<file path="src/urr_pkg.sv">
// Package: shared types and constants for the ultrasonic round-robin ranger.
`timescale 1ns / 1ps
package urr_pkg;

	typedef logic [1:0] event_kind_t;
	typedef logic [1:0] report_kind_t;

	localparam event_kind_t EV_POLL = 2'd0;
	localparam event_kind_t EV_RISE = 2'd1;
	localparam event_kind_t EV_FALL = 2'd2;

	localparam report_kind_t REP_MEASURED = 2'd0;
	localparam report_kind_t REP_TIMEOUT  = 2'd1;
	localparam report_kind_t REP_TRIGGER  = 2'd2;

	localparam int SENSOR_SLOTS_DEF = 4;
	localparam int CNT_W = 3;
	localparam int TIME_W = 32;
	localparam int DIST_W = 8;
	localparam int IDX_OUT_W = 2;

	localparam logic [DIST_W-1:0] DIST_MAX = 8'd199;
	// (elapsed / 29) / 2 == elapsed / 58; saturation starts at 200 * 58
	localparam int US_PER_CM_RT = 58;
	localparam int ELAP_W = 14;
	localparam logic [TIME_W-1:0] SAT_ELAPSED = TIME_W'((int'(DIST_MAX) + 1) * US_PER_CM_RT);
	localparam int RECIP_SHIFT = 20;
	localparam int RECIP_W = 15;
	localparam logic [RECIP_W-1:0] RECIP_58 =
		RECIP_W'(((1 << RECIP_SHIFT) + US_PER_CM_RT - 1) / US_PER_CM_RT);

	typedef struct packed {
		report_kind_t             kind;
		logic [IDX_OUT_W-1:0]     index;
		logic [DIST_W-1:0]        dist_cm;
		logic                     last;
	} result_t;

endpackage

</file>
<file path="src/ultrasonic_round_robin_ranger_core.sv">
// Top level: echo timer and round-robin poll sequencer for ultrasonic rangers.
// Latency: an accepted beat is registered in stage 1, then its first result in
// the output register. Throughput: one beat per cycle while each beat gives at
// most one result and m_tready is high; a poll with a timeout report gives two
// results, and a later result waits until the second is taken. Distance is a
// reciprocal multiply on stage 1. Reset clears count, sensor, pending, start time and valid flags.
`timescale 1ns / 1ps
module ultrasonic_round_robin_ranger_core
	import urr_pkg::*;
#(
	parameter int SENSOR_SLOTS = SENSOR_SLOTS_DEF
) (
	input  logic              clk,
	input  logic              arst_n,
	input  logic              cfg_we,
	input  logic [CNT_W-1:0]  cfg_wdata,     // sensor_count
	input  logic              s_tvalid,
	output logic              s_tready,
	input  logic [31:0]       s_tdata,       // [31:0] time_us
	input  logic [1:0]        s_tuser,       // [1:0] event_kind
	output logic              m_tvalid,
	input  logic              m_tready,
	output logic [15:0]       m_tdata,       // [1:0] sensor_index, [9:2] distance_cm, zero pad
	output logic [1:0]        m_tuser,       // [1:0] report_kind
	output logic              m_tlast        // last_result
);

	localparam int IDX_W = (SENSOR_SLOTS > 1) ? $clog2(SENSOR_SLOTS) : 1;
	localparam int CMP_W = ((IDX_W > CNT_W) ? IDX_W : CNT_W) + 1;

	logic [CNT_W-1:0]  count_q;
	logic [IDX_W-1:0]  active_q;
	logic              pending_q;
	logic [TIME_W-1:0] start_q;

	logic              valid_s1;
	event_kind_t       kind_s1;
	logic [TIME_W-1:0] time_s1;
	logic [ELAP_W-1:0] elap_s1;
	logic              sat_s1;

	logic    outv0_q, outv1_q;
	result_t out0_q, out1_q;

	// stage 0: elapsed time against the start time, forwarded from stage 1
	logic [TIME_W-1:0] start_fwd, elapsed;
	logic              adv_s1;

	assign start_fwd = (valid_s1 && adv_s1 && kind_s1 == EV_RISE) ? time_s1 : start_q;
	assign elapsed   = s_tdata - start_fwd;
	assign s_tready  = !valid_s1 || adv_s1;

	// stage 1: state update and result forming
	logic [CMP_W-1:0]            count_eff, next_cmp;
	logic [IDX_W-1:0]            next_idx;
	logic [ELAP_W+RECIP_W-1:0]   prod;
	logic [DIST_W-1:0]           meas_cm;
	logic [IDX_W+IDX_OUT_W-1:0]  act_ext, nxt_ext;
	logic [1:0]                  n_res;
	result_t                     r0, r1;
	logic                        pop, out_free;

	always_comb begin
		count_eff = (CMP_W'(count_q) > CMP_W'(SENSOR_SLOTS)) ? CMP_W'(SENSOR_SLOTS)
			: CMP_W'(count_q);
		next_cmp = CMP_W'(active_q) + CMP_W'(1);
		next_idx = (next_cmp >= count_eff) ? '0 : next_cmp[IDX_W-1:0];
		prod = elap_s1 * RECIP_58;
		meas_cm = sat_s1 ? DIST_MAX : DIST_W'(prod >> RECIP_SHIFT);
		act_ext = {{IDX_OUT_W{1'b0}}, active_q};
		nxt_ext = {{IDX_OUT_W{1'b0}}, next_idx};
		n_res = 2'd0;
		r0 = '0;
		r1 = '0;
		case (kind_s1)
			EV_POLL: begin
				if (count_eff != '0) begin
					if (pending_q) begin
						n_res = 2'd2;
						r0 = '{kind: REP_TIMEOUT, index: act_ext[IDX_OUT_W-1:0],
							dist_cm: DIST_MAX, last: 1'b0};
						r1 = '{kind: REP_TRIGGER, index: nxt_ext[IDX_OUT_W-1:0],
							dist_cm: '0, last: 1'b1};
					end else begin
						n_res = 2'd1;
						r0 = '{kind: REP_TRIGGER, index: nxt_ext[IDX_OUT_W-1:0],
							dist_cm: '0, last: 1'b1};
					end
				end
			end
			EV_FALL: begin
				n_res = 2'd1;
				r0 = '{kind: REP_MEASURED, index: act_ext[IDX_OUT_W-1:0],
					dist_cm: meas_cm, last: 1'b1};
			end
			default: begin
				n_res = 2'd0;
			end
		endcase
	end

	assign pop      = outv0_q && m_tready;
	assign out_free = !outv0_q || (pop && !outv1_q);
	assign adv_s1   = valid_s1 && (n_res == 2'd0 || out_free);

	always_ff @(posedge clk or negedge arst_n) begin
		if (!arst_n) begin
			count_q   <= '0;
			active_q  <= '0;
			pending_q <= 1'b0;
			start_q   <= '0;
			valid_s1  <= 1'b0;
			outv0_q   <= 1'b0;
			outv1_q   <= 1'b0;
		end else begin
			if (cfg_we) begin
				count_q <= cfg_wdata;
			end
			if (s_tvalid && s_tready) begin
				valid_s1 <= 1'b1;
			end else if (adv_s1) begin
				valid_s1 <= 1'b0;
			end
			if (adv_s1) begin
				case (kind_s1)
					EV_POLL: begin
						if (count_eff != '0) begin
							active_q  <= next_idx;
							pending_q <= 1'b1;
						end
					end
					EV_RISE: begin
						pending_q <= 1'b1;
						start_q   <= time_s1;
					end
					EV_FALL: begin
						pending_q <= 1'b0;
					end
					default: begin
					end
				endcase
			end
			if (adv_s1 && n_res != 2'd0) begin
				outv0_q <= 1'b1;
				outv1_q <= (n_res == 2'd2);
			end else if (pop) begin
				outv0_q <= outv1_q;
				outv1_q <= 1'b0;
			end
		end
	end

	always_ff @(posedge clk) begin
		if (s_tvalid && s_tready) begin
			kind_s1 <= s_tuser;
			time_s1 <= s_tdata;
			elap_s1 <= elapsed[ELAP_W-1:0];
			sat_s1  <= (elapsed >= SAT_ELAPSED);
		end
		if (adv_s1 && n_res != 2'd0) begin
			out0_q <= r0;
			out1_q <= r1;
		end else if (pop) begin
			out0_q <= out1_q;
		end
	end

	assign m_tvalid = outv0_q;
	assign m_tuser  = out0_q.kind;
	assign m_tlast  = out0_q.last;
	assign m_tdata  = {6'd0, out0_q.dist_cm, out0_q.index};

	a_queue_order: assert property (@(posedge clk) disable iff (!arst_n)
		outv1_q |-> outv0_q)
		else $error("second result held without first");

	a_poll_sets_pending: assert property (@(posedge clk) disable iff (!arst_n)
		(adv_s1 && kind_s1 == EV_POLL && count_eff != '0) |=> pending_q)
		else $error("poll did not mark pulse pending");

	a_active_range: assert property (@(posedge clk) disable iff (!arst_n)
		(int'(active_q) < SENSOR_SLOTS))
		else $error("active sensor out of range");

	a_timeout_not_last: assert property (@(posedge clk) disable iff (!arst_n)
		(m_tvalid && m_tuser == REP_TIMEOUT) |-> (!m_tlast && outv1_q))
		else $error("timeout report without trailing trigger");

	a_dist_range: assert property (@(posedge clk) disable iff (!arst_n)
		m_tvalid |-> (out0_q.dist_cm <= DIST_MAX))
		else $error("distance above saturation");

endmodule
</file>
<file path="config.mk">
export PLATFORM = sky130hd
export DESIGN_NAME = ultrasonic_round_robin_ranger_core
export DESIGN_NICKNAME = d
export VERILOG_FILES = /design/src/urr_pkg.sv /design/src/ultrasonic_round_robin_ranger_core.sv
export SDC_FILE = /design/constraint.sdc
export NUM_CORES = 1
export LEC_CHECK = 0
export BUFFER_PORTS_ARGS = -buffer_cell sky130_fd_sc_hd__buf_2
export CORE_MARGIN = 1
export CORE_UTILIZATION = 30
export DETAILED_ROUTE_END_ITERATION = 10
export SETUP_SLACK_MARGIN = 0.4
export SLEW_MARGIN = 40
export SYNTH_ARGS = -nofsm -noshare
export SYNTH_HDL_FRONTEND = slang
export SYNTH_SLANG_ARGS = --single-unit
</file>
<file path="constraint.sdc">
create_clock -name clk -period 16.57 [get_ports clk]
set_clock_uncertainty 0.1 [all_clocks]
set_input_delay 1.657 -clock clk [delete_from_list [all_inputs] [get_ports clk]]
set_output_delay 1.657 -clock clk [all_outputs]
set_load 0.02 [all_outputs]
</file>
==> run metrics, run 1 <==
area of the multi-input gates=5850 µm²; WL per Instance=14.3 µm; n_diodes=0; Cell Area, Placed=10100 µm²; Worst path most repeated cell=fa_1; crit-path max cell delay=0.66 ns; die area=32000 µm²; hold buffer count at CTS=0; Die W=179 µm; initial antenna violation count=0; min Tclk post-route=6.10 ns; CTS clk-pin slew, worst paths=0.07 ns; sequential area share after synthesis=0.317; clk_lat worst skew=0.36 ns; share of layout cells above drive strength 1=0.130; largest net degree at the start of global routing=50; outcome=finished, final reports clean; DRC viols=0; CTS buffer count=9; Async SR Flop Fraction=0.387; type of the most critical hold path=reg -> reg; Core ar.=30700 µm²; synth warn=0; Post-synth EDFFs=65; synthesized instance count=863; Die Y-Extent=179 µm; CP max stage cell=fa_1; GRT Overall Usage=0.128; crit path max fanout=6; final setup TNS=0 ns; GP Congestion=0.860; # nets final=1178; average size of a mapped cell=10.9 µm²; max-cap violations=0; CP required=16.67 ns; CTS root buf=clkbuf_16; Final Hold Violating Endpoints=0; Resized cells post-CTS=0; Longest Clk Path Bufs=2; Initial Utilization=0.306; Syn Std Cell Area=9390 µm²; Buf/Inv on CP=2; Slew @ Worst Pin=0.689 ns; vias per inst=4.74; Reg area=2980 µm²; Final period util=0.368; startpoint types=register; top_reg_cell synth=edfxtp_1; crit-path leading delay family=adder cells; Place WS=10.45 ns; htree depth=3; total grt overflow=0; FF+latch count, synth=106; DR vias=6257; Slew Viols, Final=0; Finished Cell Area=10400 µm²; initial drt markers=327; CTS tree=built; area grow syn2layout=10.9%; Port Buffer Count=56; Detailed Routing Iterations Pass 1=5; global-route wire length before repair=32.4 mm; Worst EP arrival=6.20 ns; Post-CTS Setup Repair Bufs=0; # rows=64; io pins=63; library cells used by synthesis=65; Routed Antenna Nets=0; slew margin rel.=0.541; drt total wl=18.9 mm; Crit Path Category=reg -> reg; worst path cell trace=fa_1 -> inv_1 -> fa_1 -> fa_1 -> inv_1 -> fa_1 -> fa_1 -> fa_1 -> ha_1 -> and4_1 -> a22oi_1 -> a21boi_1 -> nor3_1 -> o211a_1 -> and3_1 -> or4_1 -> a21oi_1; Num Clock Sinks=106; Fmax achieved=0.164 GHz; final setup margin=10.47 ns; Setup-failing EPs final=0; Final HPWL DP=15.5 mm; RSZ-0062 raised after global routing=no; Crit. End Element=register; # fillers=3086; vias in the first global route=6669
## registers in the layout, indices dropped and copies added, names as in the netlist, 2 cells and up
signal	cells
count_q	3
start_q	32
out1_q	3
active_q	2
kind_s1	2
m_tuser	2
elap_s1	14
m_tdata	10
time_s1	32
## layer usage
metal	part of all wire	global-route usage	vias to the layer above
li1	-	-	3152
met1	0.49	0.170	3015
met2	0.47	0.219	79
met3	0.025	0.0187	11
met4	0.0097	0.0304	0
met5	0	0	-
## layout make-up
cell class,instances,area share
Clock buffer,10,0.0240
Sequential cell,106,0.286
Multi-Input combinational cell,612,0.562
Tap cell,396,0.0476
Clock inverter,6,0.00445
Timing Repair Buffer,59,0.0291
Inverter,131,0.0472
## worst register-to-register path: cells and delay by family (launching register included)
| family | cells | cell delay (ns) |
|---|---|---|
| adder cells (fa/ha/maj) | 7 | 3.41 |
| AND/OR/NAND/NOR | 4 | 0.99 |
| AO/OA/AOI/OAI | 4 | 0.81 |
| flip-flops | 1 | 0.51 |
| buffers and inverters | 2 | 0.14 |
## synthesized netlist by cell type, drive strengths merged (3+ instances only)
cell       n  share of area
a21o      18          0.014
o21a      12         0.0096
nor2      25          0.010
ha       154           0.21
or2        3         0.0020
a31oi      3         0.0020
o2111ai    4         0.0037
clkbuf    13         0.0052
and2       5         0.0033
a2111o     3         0.0036
nor2b      7         0.0055
a2111oi    3         0.0048
nor4       3         0.0020
mux2i      6         0.0064
o31a       4         0.0037
a41oi      3         0.0028
xor2       7         0.0065
o21ai     38          0.021
and4       5         0.0047
o211ai     6         0.0048
a211oi     8         0.0064
dfrtp     41           0.11
a211o      5         0.0047
a21oi     39          0.021
a31o       3         0.0028
fa        63           0.13
buf        6         0.0048
mux2      36          0.043
inv      131          0.052
o21bai     4         0.0032
a21boi     3         0.0024
nand2     44          0.018
xnor2     19          0.018
and3       7         0.0047
nand2b    10         0.0067
nand3     12         0.0069
o22ai      3         0.0020
nor3       9         0.0048
nand4     11         0.0073
edfxtp    65           0.21
## stage by stage
stage | hold slack, ns | cells | utilization
global route | 0.414 | 1320 | 0.339
CTS | 0.400 | 1320 | 0.339
floorplan | 0.371 | 868 | -
global placement | 0.377 | 1304 | 0.330
finish | 0.396 | 1320 | 0.339
detailed placement | 0.382 | 1304 | 0.330
## final timing paths
kind                                       startpoint                  endpoint  slack, ns  cells past startpoint
worst max register to register  elap_s1[11]$_DFFE_PP_  m_tdata[8]$_SDFFCE_PN0P_      10.47                     17
worst max-delay path            elap_s1[11]$_DFFE_PP_  m_tdata[8]$_SDFFCE_PN0P_      10.47                     17
worst min-delay path             time_s1[6]$_DFFE_PP_    start_q[6]$_DFFE_PN0P_       0.40                      1
worst min register to register   time_s1[6]$_DFFE_PP_    start_q[6]$_DFFE_PN0P_       0.40                      1
min in group asynchronous                      arst_n    start_q[4]$_DFFE_PN0P_       1.31                      2
max in group asynchronous                      arst_n   active_q[0]$_DFFE_PN0P_      14.63                      2
## placed cells by master (no fill, tap or decap), types with 3 or more instances in the layout
cell,n
o211ai_1,6
mux2i_1,6
nor4_1,3
buf_4,3
nand3_1,11
o21a_1,12
a41oi_1,3
nor2_1,25
mux2_2,36
inv_1,131
a211oi_1,8
and4_1,5
nor3_1,9
xnor2_1,19
a211o_1,5
xor2_1,7
nor2b_1,6
clkbuf_16,10
nand2_1,44
and3_1,7
a21oi_1,39
and2_1,4
o31a_1,4
edfxtp_1,65
ha_1,154
nand2b_1,10
o2111ai_1,4
fa_1,63
a21o_1,18
a2111o_1,3
dfrtp_1,41
a31oi_1,3
o22ai_1,3
conb_1,6
o21ai_0,35
nand4_1,11
buf_2,56
o21bai_1,4
## kinds of logic after synthesis
| family | count (synthesis) | share of synthesized area |
|---|---|---|
| AO/OA/AOI/OAI | 169 | 0.122 |
| XOR/XNOR | 26 | 0.0243 |
| adder cells (fa/ha/maj) | 217 | 0.340 |
| buffers and inverters | 150 | 0.0624 |
| flip-flops | 106 | 0.317 |
| multiplexers | 42 | 0.0496 |
| other | 1 | 0.000399 |
| AND/OR/NAND/NOR | 152 | 0.0848 |
Power of run 1 is not shown: default switching activity piles up to over one toggle a cycle in this logic, so the estimate is an artifact.
==> run 2, diff against run 1 <==
==> constraint.sdc (replaced) <==
create_clock -name clk -period 5.4 [get_ports clk]
set_clock_uncertainty 0.1 [all_clocks]
set_input_delay 0.54 -clock clk [delete_from_list [all_inputs] [get_ports clk]]
set_output_delay 0.54 -clock clk [all_outputs]
set_load 0.02 [all_outputs]
==> run metrics, run 2 (same netlist as run 1, synthesis figures left out) <==
share of layout cells above drive strength 1=0.175; # nets final=1204; Crit Path Category=reg -> reg; Final period util=1.04; Port Buffer Count=56; # fillers=3083; CTS clk-pin slew, worst paths=0.07 ns; initial antenna violation count=0; Buf/Inv on CP=2; global-route wire length before repair=33.0 mm; reg-to-reg endpoint=m_tdata[7]$_SDFFCE_PN0P_; most common cell after layout, fill and taps aside=ha_1; Setup-failing EPs final=5; vias per inst=4.76; Routed Antenna Nets=0; Hold Slack=0.176 ns; CTS buffer count=9; Detailed Routing Iterations Pass 1=4; type of the most critical hold path=in -> async; # rows=64; Finished Core Util=0.349; Core ar.=30700 µm²; drt total wl=19.3 mm; CTS root buf=clkbuf_16; Worst EP arrival=5.61 ns; htree depth=3; slew margin rel.=0.580; Reg area=2980 µm²; final setup TNS=-0.652 ns; worst path cell trace=fa_2 -> inv_2 -> fa_2 -> fa_2 -> inv_2 -> fa_2 -> fa_2 -> ha_1 -> ha_1 -> and4_1 -> a22oi_1 -> a21boi_2 -> nor3_2 -> or3_1 -> a21o_1 -> a211oi_2 -> nor4b_1; Largest regs=start_q x32, time_s1 x32, elap_s1 x14; die area=32000 µm²; Final Hold Violating Endpoints=0; crit-path max cell delay=0.64 ns; clk_lat worst skew=0.36 ns; area of the multi-input gates=5940 µm²; crit path launch=elap_s1[11]$_DFFE_PP_; Die W=179 µm; Slew Viols, Final=0; max-cap violations=0; io pins=63; Crit. End Element=register; hold buffer count at CTS=0; total grt overflow=0; crit-path leading delay family=adder cells; CTS tree=built; GRT Overall Usage=0.130; Worst R2R Start=elap_s1[11]$_DFFE_PP_; Slew @ Worst Pin=0.630 ns; DR vias=6408; Worst path most repeated cell=fa_2; RSZ-0062 raised after global routing=yes; Fmax achieved=0.178 GHz; Num Clock Sinks=106; startpoint types=register; worst reg-to-reg setup slack=-0.21 ns; largest net degree at the start of global routing=42; area grow syn2layout=13.9%; outcome=complete, but fails checks; CP max stage cell=fa_2; most frequent cells in the layout=ha_1 (153), inv_1 (129), edfxtp_1 (65); Longest Clk Path Bufs=2; WL per Instance=14.4 µm; vias in the first global route=6803; min Tclk post-route=5.61 ns; Initial Utilization=0.306; final setup margin=-0.214 ns; n_diodes=0; Die Y-Extent=179 µm; crit path max fanout=3; Cell Area, Placed=10400 µm²; initial drt markers=254; Finished Cell Area=10700 µm²; DRC viols=0; R2R depth=17; CP required=5.40 ns; Final HPWL DP=16.0 mm; GP Congestion=0.824; failing checks=negative setup slack
[run 2: per-layer routing]
metal / wire [µm] / share of wire / GRT usage / up-vias
met3: 411 / 0.021 / 0.0206 / 17
li1: - / - / - / 3211
met2: 9490 / 0.49 / 0.229 / 62
met5: 0 / 0 / 0 / -
met1: 9230 / 0.48 / 0.167 / 3118
met4: 183 / 0.0095 / 0.0265 / 0
[run 2: worst max-delay path by stage]
stage | endpoint | slack [ns] | cells past startpoint
6_report | m_tdata[7]$_SDFFCE_PN0P_ | -0.21 | 17
4_1_cts | m_tdata[8]$_SDFFCE_PN0P_ | -0.23 | 17
5_1_grt | m_tdata[8]$_SDFFCE_PN0P_ | -0.42 | 15
3_3_place_gp | m_tdata[7]$_SDFFCE_PN0P_ | -0.16 | 15
3_5_place_dp | m_tdata[8]$_SDFFCE_PN0P_ | -0.25 | 15
2_1_floorplan | m_tdata[7]$_SDFFCE_PN0P_ | -0.08 | 15
[run 2: cell type report]
| type | instances | area share |
|---|---|---|
| Multi-Input combinational cell | 612 | 0.555 |
| Sequential cell | 106 | 0.278 |
| Timing Repair Buffer | 85 | 0.0477 |
| Tap cell | 396 | 0.0463 |
| Inverter | 131 | 0.0460 |
| Clock buffer | 9 | 0.0211 |
| Clock inverter | 7 | 0.00491 |
[run 2: what timing repair did]
item	CTS	global route
gates cloned	0	0
endpoints found under the setup margin	8	9
buffers inserted	0	0
resized for setup	6	9
pin swaps	13	3
[run 2: stage by stage]
| step | instances | setup WS (ns) |
|---|---|---|
| 2_1_floorplan | 868 | -0.0817 |
| 6_report | 1346 | -0.214 |
| 5_1_grt | 1346 | -0.416 |
| 3_5_place_dp | 1330 | -0.253 |
| 4_1_cts | 1346 | -0.232 |
| 3_3_place_gp | 1330 | -0.162 |
[run 2: worst reg2reg max path: cells and delay by family (launching register included)]
| kind | cells | cell delay [ns] |
|---|---|---|
| adder cells (fa/ha/maj) | 7 | 3.22 |
| AO/OA/AOI/OAI | 4 | 0.82 |
| AND/OR/NAND/NOR | 4 | 0.70 |
| flip-flops | 1 | 0.43 |
| buffers and inverters | 2 | 0.10 |
Power of run 2 is left out for the same reason.
==> run 3, diff against run 2 <==
--- a/config.mk
+++ b/config.mk
@@ -5,8 +5,9 @@
 export SDC_FILE = /design/constraint.sdc
 export NUM_CORES = 1
 export LEC_CHECK = 0
+export ABC_AREA = 1
 export BUFFER_PORTS_ARGS = -buffer_cell sky130_fd_sc_hd__buf_2
-export CORE_MARGIN = 1
+export CORE_MARGIN = 8
 export CORE_UTILIZATION = 30
 export DETAILED_ROUTE_END_ITERATION = 10
 export SETUP_SLACK_MARGIN = 0.4
==> run metrics, run 3 <==
die area=40800 µm²; largest net degree at the start of global routing=50; drt total wl=24.2 mm; share of layout cells above drive strength 1=0.153; type of the most critical hold path=in -> async; max-cap violations=0; library cells used by synthesis=44; Die Y-Extent=202 µm; Setup-failing EPs final=0; Post-synth EDFFs=65; CTS clk-pin slew, worst paths=0.07 ns; Fmax achieved=0.193 GHz; Die W=202 µm; CTS root buf=clkbuf_16; Synth area leaders=edfxtp_1 (19%), ha_1 (19%), fa_1 (12%), dfrtp_1 (9.9%), inv_1 (9.2%); # rows=68; top_reg_cell synth=edfxtp_1; CTS tree=built; Detailed Routing Iterations Pass 1=5; Routed Antenna Nets=0; reg-to-reg endpoint=m_tdata[9]$_SDFFCE_PN0P_; synth warn=0; Core ar.=34300 µm²; # fillers=3554; Final HPWL DP=19.9 mm; Synth top area share=0.188; Synth area leader=edfxtp_1; CP max stage cell=fa_1; Post-synth top cells=inv_1 (255), nand2_1 (255), ha_1 (154), nor2_1 (70), edfxtp_1 (65); CTS buffer count=9; most frequent cells in the layout=inv_1 (253), nand2_1 (253), ha_1 (148); total grt overflow=0; Slew Viols, Final=0; Worst path most repeated cell=fa_1; R2R depth=16; Initial Utilization=0.303; io pins=63; clk_lat worst skew=0.36 ns; # nets final=1576; initial antenna violation count=0; worst reg-to-reg setup slack=0.22 ns; n_diodes=0; crit-path max cell delay=0.54 ns; DR vias=7963; crit path max fanout=4; htree depth=3; Final period util=0.959; Crit Path Category=reg -> reg; global-route wire length before repair=40.6 mm; Port Buffer Count=56; sequential area share after synthesis=0.287; synthesized instance count=1239; Crit. End Element=register; Worst EP arrival=5.21 ns; CP required=5.43 ns; vias in the first global route=8372; GRT Overall Usage=0.121; WL per Instance=13.6 µm; Async SR Flop Fraction=0.387; Worst R2R Start=elap_s1[13]$_DFFE_PP_; DRC viols=0; GP Congestion=0.887; Syn Std Cell Area=10400 µm²; outcome=finished, final reports clean; Largest regs=start_q x32, time_s1 x32, elap_s1 x14; Num Clock Sinks=106; Slew @ Worst Pin=0.702 ns; min Tclk post-route=5.18 ns; vias per inst=4.48; FF+latch count, synth=106; Final Hold Violating Endpoints=0; worst path cell trace=fa_1 -> buf_6 -> fa_1 -> fa_1 -> fa_1 -> fa_1 -> fa_1 -> ha_4 -> nand4_1 -> nor4_1 -> o21ai_1 -> nand2_1 -> or2_2 -> nand3_1 -> nand2_1 -> inv_1; startpoint types=register; slew margin rel.=0.532; final setup TNS=0 ns; average size of a mapped cell=8.37 µm²; Longest Clk Path Bufs=2; initial drt markers=351; area grow syn2layout=13.7%; RSZ-0062 raised after global routing=yes
## run 3: worst max-delay path by stage
stage	start	endpoint	slack, ns	cells past startpoint
finish	elap_s1[13]$_DFFE_PP_	m_tdata[9]$_SDFFCE_PN0P_	0.22	16
global route	elap_s1[13]$_DFFE_PP_	m_tdata[9]$_SDFFCE_PN0P_	0.03	17
CTS	elap_s1[11]$_DFFE_PP_	m_tdata[5]$_SDFFCE_PN0P_	0.28	15
detailed placement	elap_s1[13]$_DFFE_PP_	m_tdata[9]$_SDFFCE_PN0P_	0.05	15
global placement	elap_s1[13]$_DFFE_PP_	m_tdata[6]$_SDFFCE_PN0P_	0.21	17
floorplan	elap_s1[13]$_DFFE_PP_	m_tdata[6]$_SDFFCE_PN0P_	0.38	17
## run 3: per-layer routing
layer / vias to the layer above / wire length, µm / global-route usage
li1: 4108 / - / -
met1: 3694 / 11300 / 0.151
met2: 124 / 11800 / 0.211
met3: 37 / 644 / 0.0199
met4: 0 / 521 / 0.0347
met5: - / 0 / 0
## run 3: logic make-up (layout without fill, tap and decap cells)
group	after synthesis	count (layout)	share of synthesized area
DFF	106	106	0.287
xor gates and xnor gates	15	15	0.0127
adders and majority gates	217	217	0.307
buffers and inverters	272	350	0.101
other	1	6	0.000361
AOI/OAI and AO/OA	143	143	0.0789
and+or+nand+nor	484	484	0.211
muxes	1	1	0.00109
## run 3: worst max-delay path, delay by kind of cell (launching register included)
family	cells	cell delay (ns)
adder cells (fa/ha/maj)	7	3.27
flip-flops	1	0.42
buffers and inverters	2	0.19
AND/OR/NAND/NOR	6	0.84
AO/OA/AOI/OAI	1	0.13
## run 3: area by class of cell
| class | count | area, µm² | share of cell area |
|---|---|---|---|
| clock buffer | 11 | 233 | 0.0197 |
| clock inverter | 5 | 103 | 0.00870 |
| inverter | 258 | 968 | 0.0821 |
| multi-input combinational | 866 | 6500 | 0.551 |
| sequential | 106 | 2980 | 0.252 |
| tap | 455 | 569 | 0.0483 |
| timing repair buffer | 76 | 440 | 0.0373 |
## run 3: metrics by stage
step                      worst slack, ns   util  cell area, µm²  hold slack, ns  cells
after global placement              0.209  0.328           11200           0.347   1747
after floorplan                     0.377      -           10400           0.144   1244
after CTS                           0.283  0.342           11700           0.111   1775
after detailed placement           0.0483  0.328           11200           0.362   1747
final                               0.220  0.344           11800          0.0897   1777
after global routing               0.0303  0.344           11800           0.133   1777
## run 3: timing repair
action                                  in CTS  in global routing
buffers inserted                            12                  2
endpoints found under the setup margin       8                  8
resized for setup                           12                 15
pin swaps                                   20                 12
hold buffers                                 0                  0
cloned                                       0                  0
Power of run 3 is left out for the same reason.
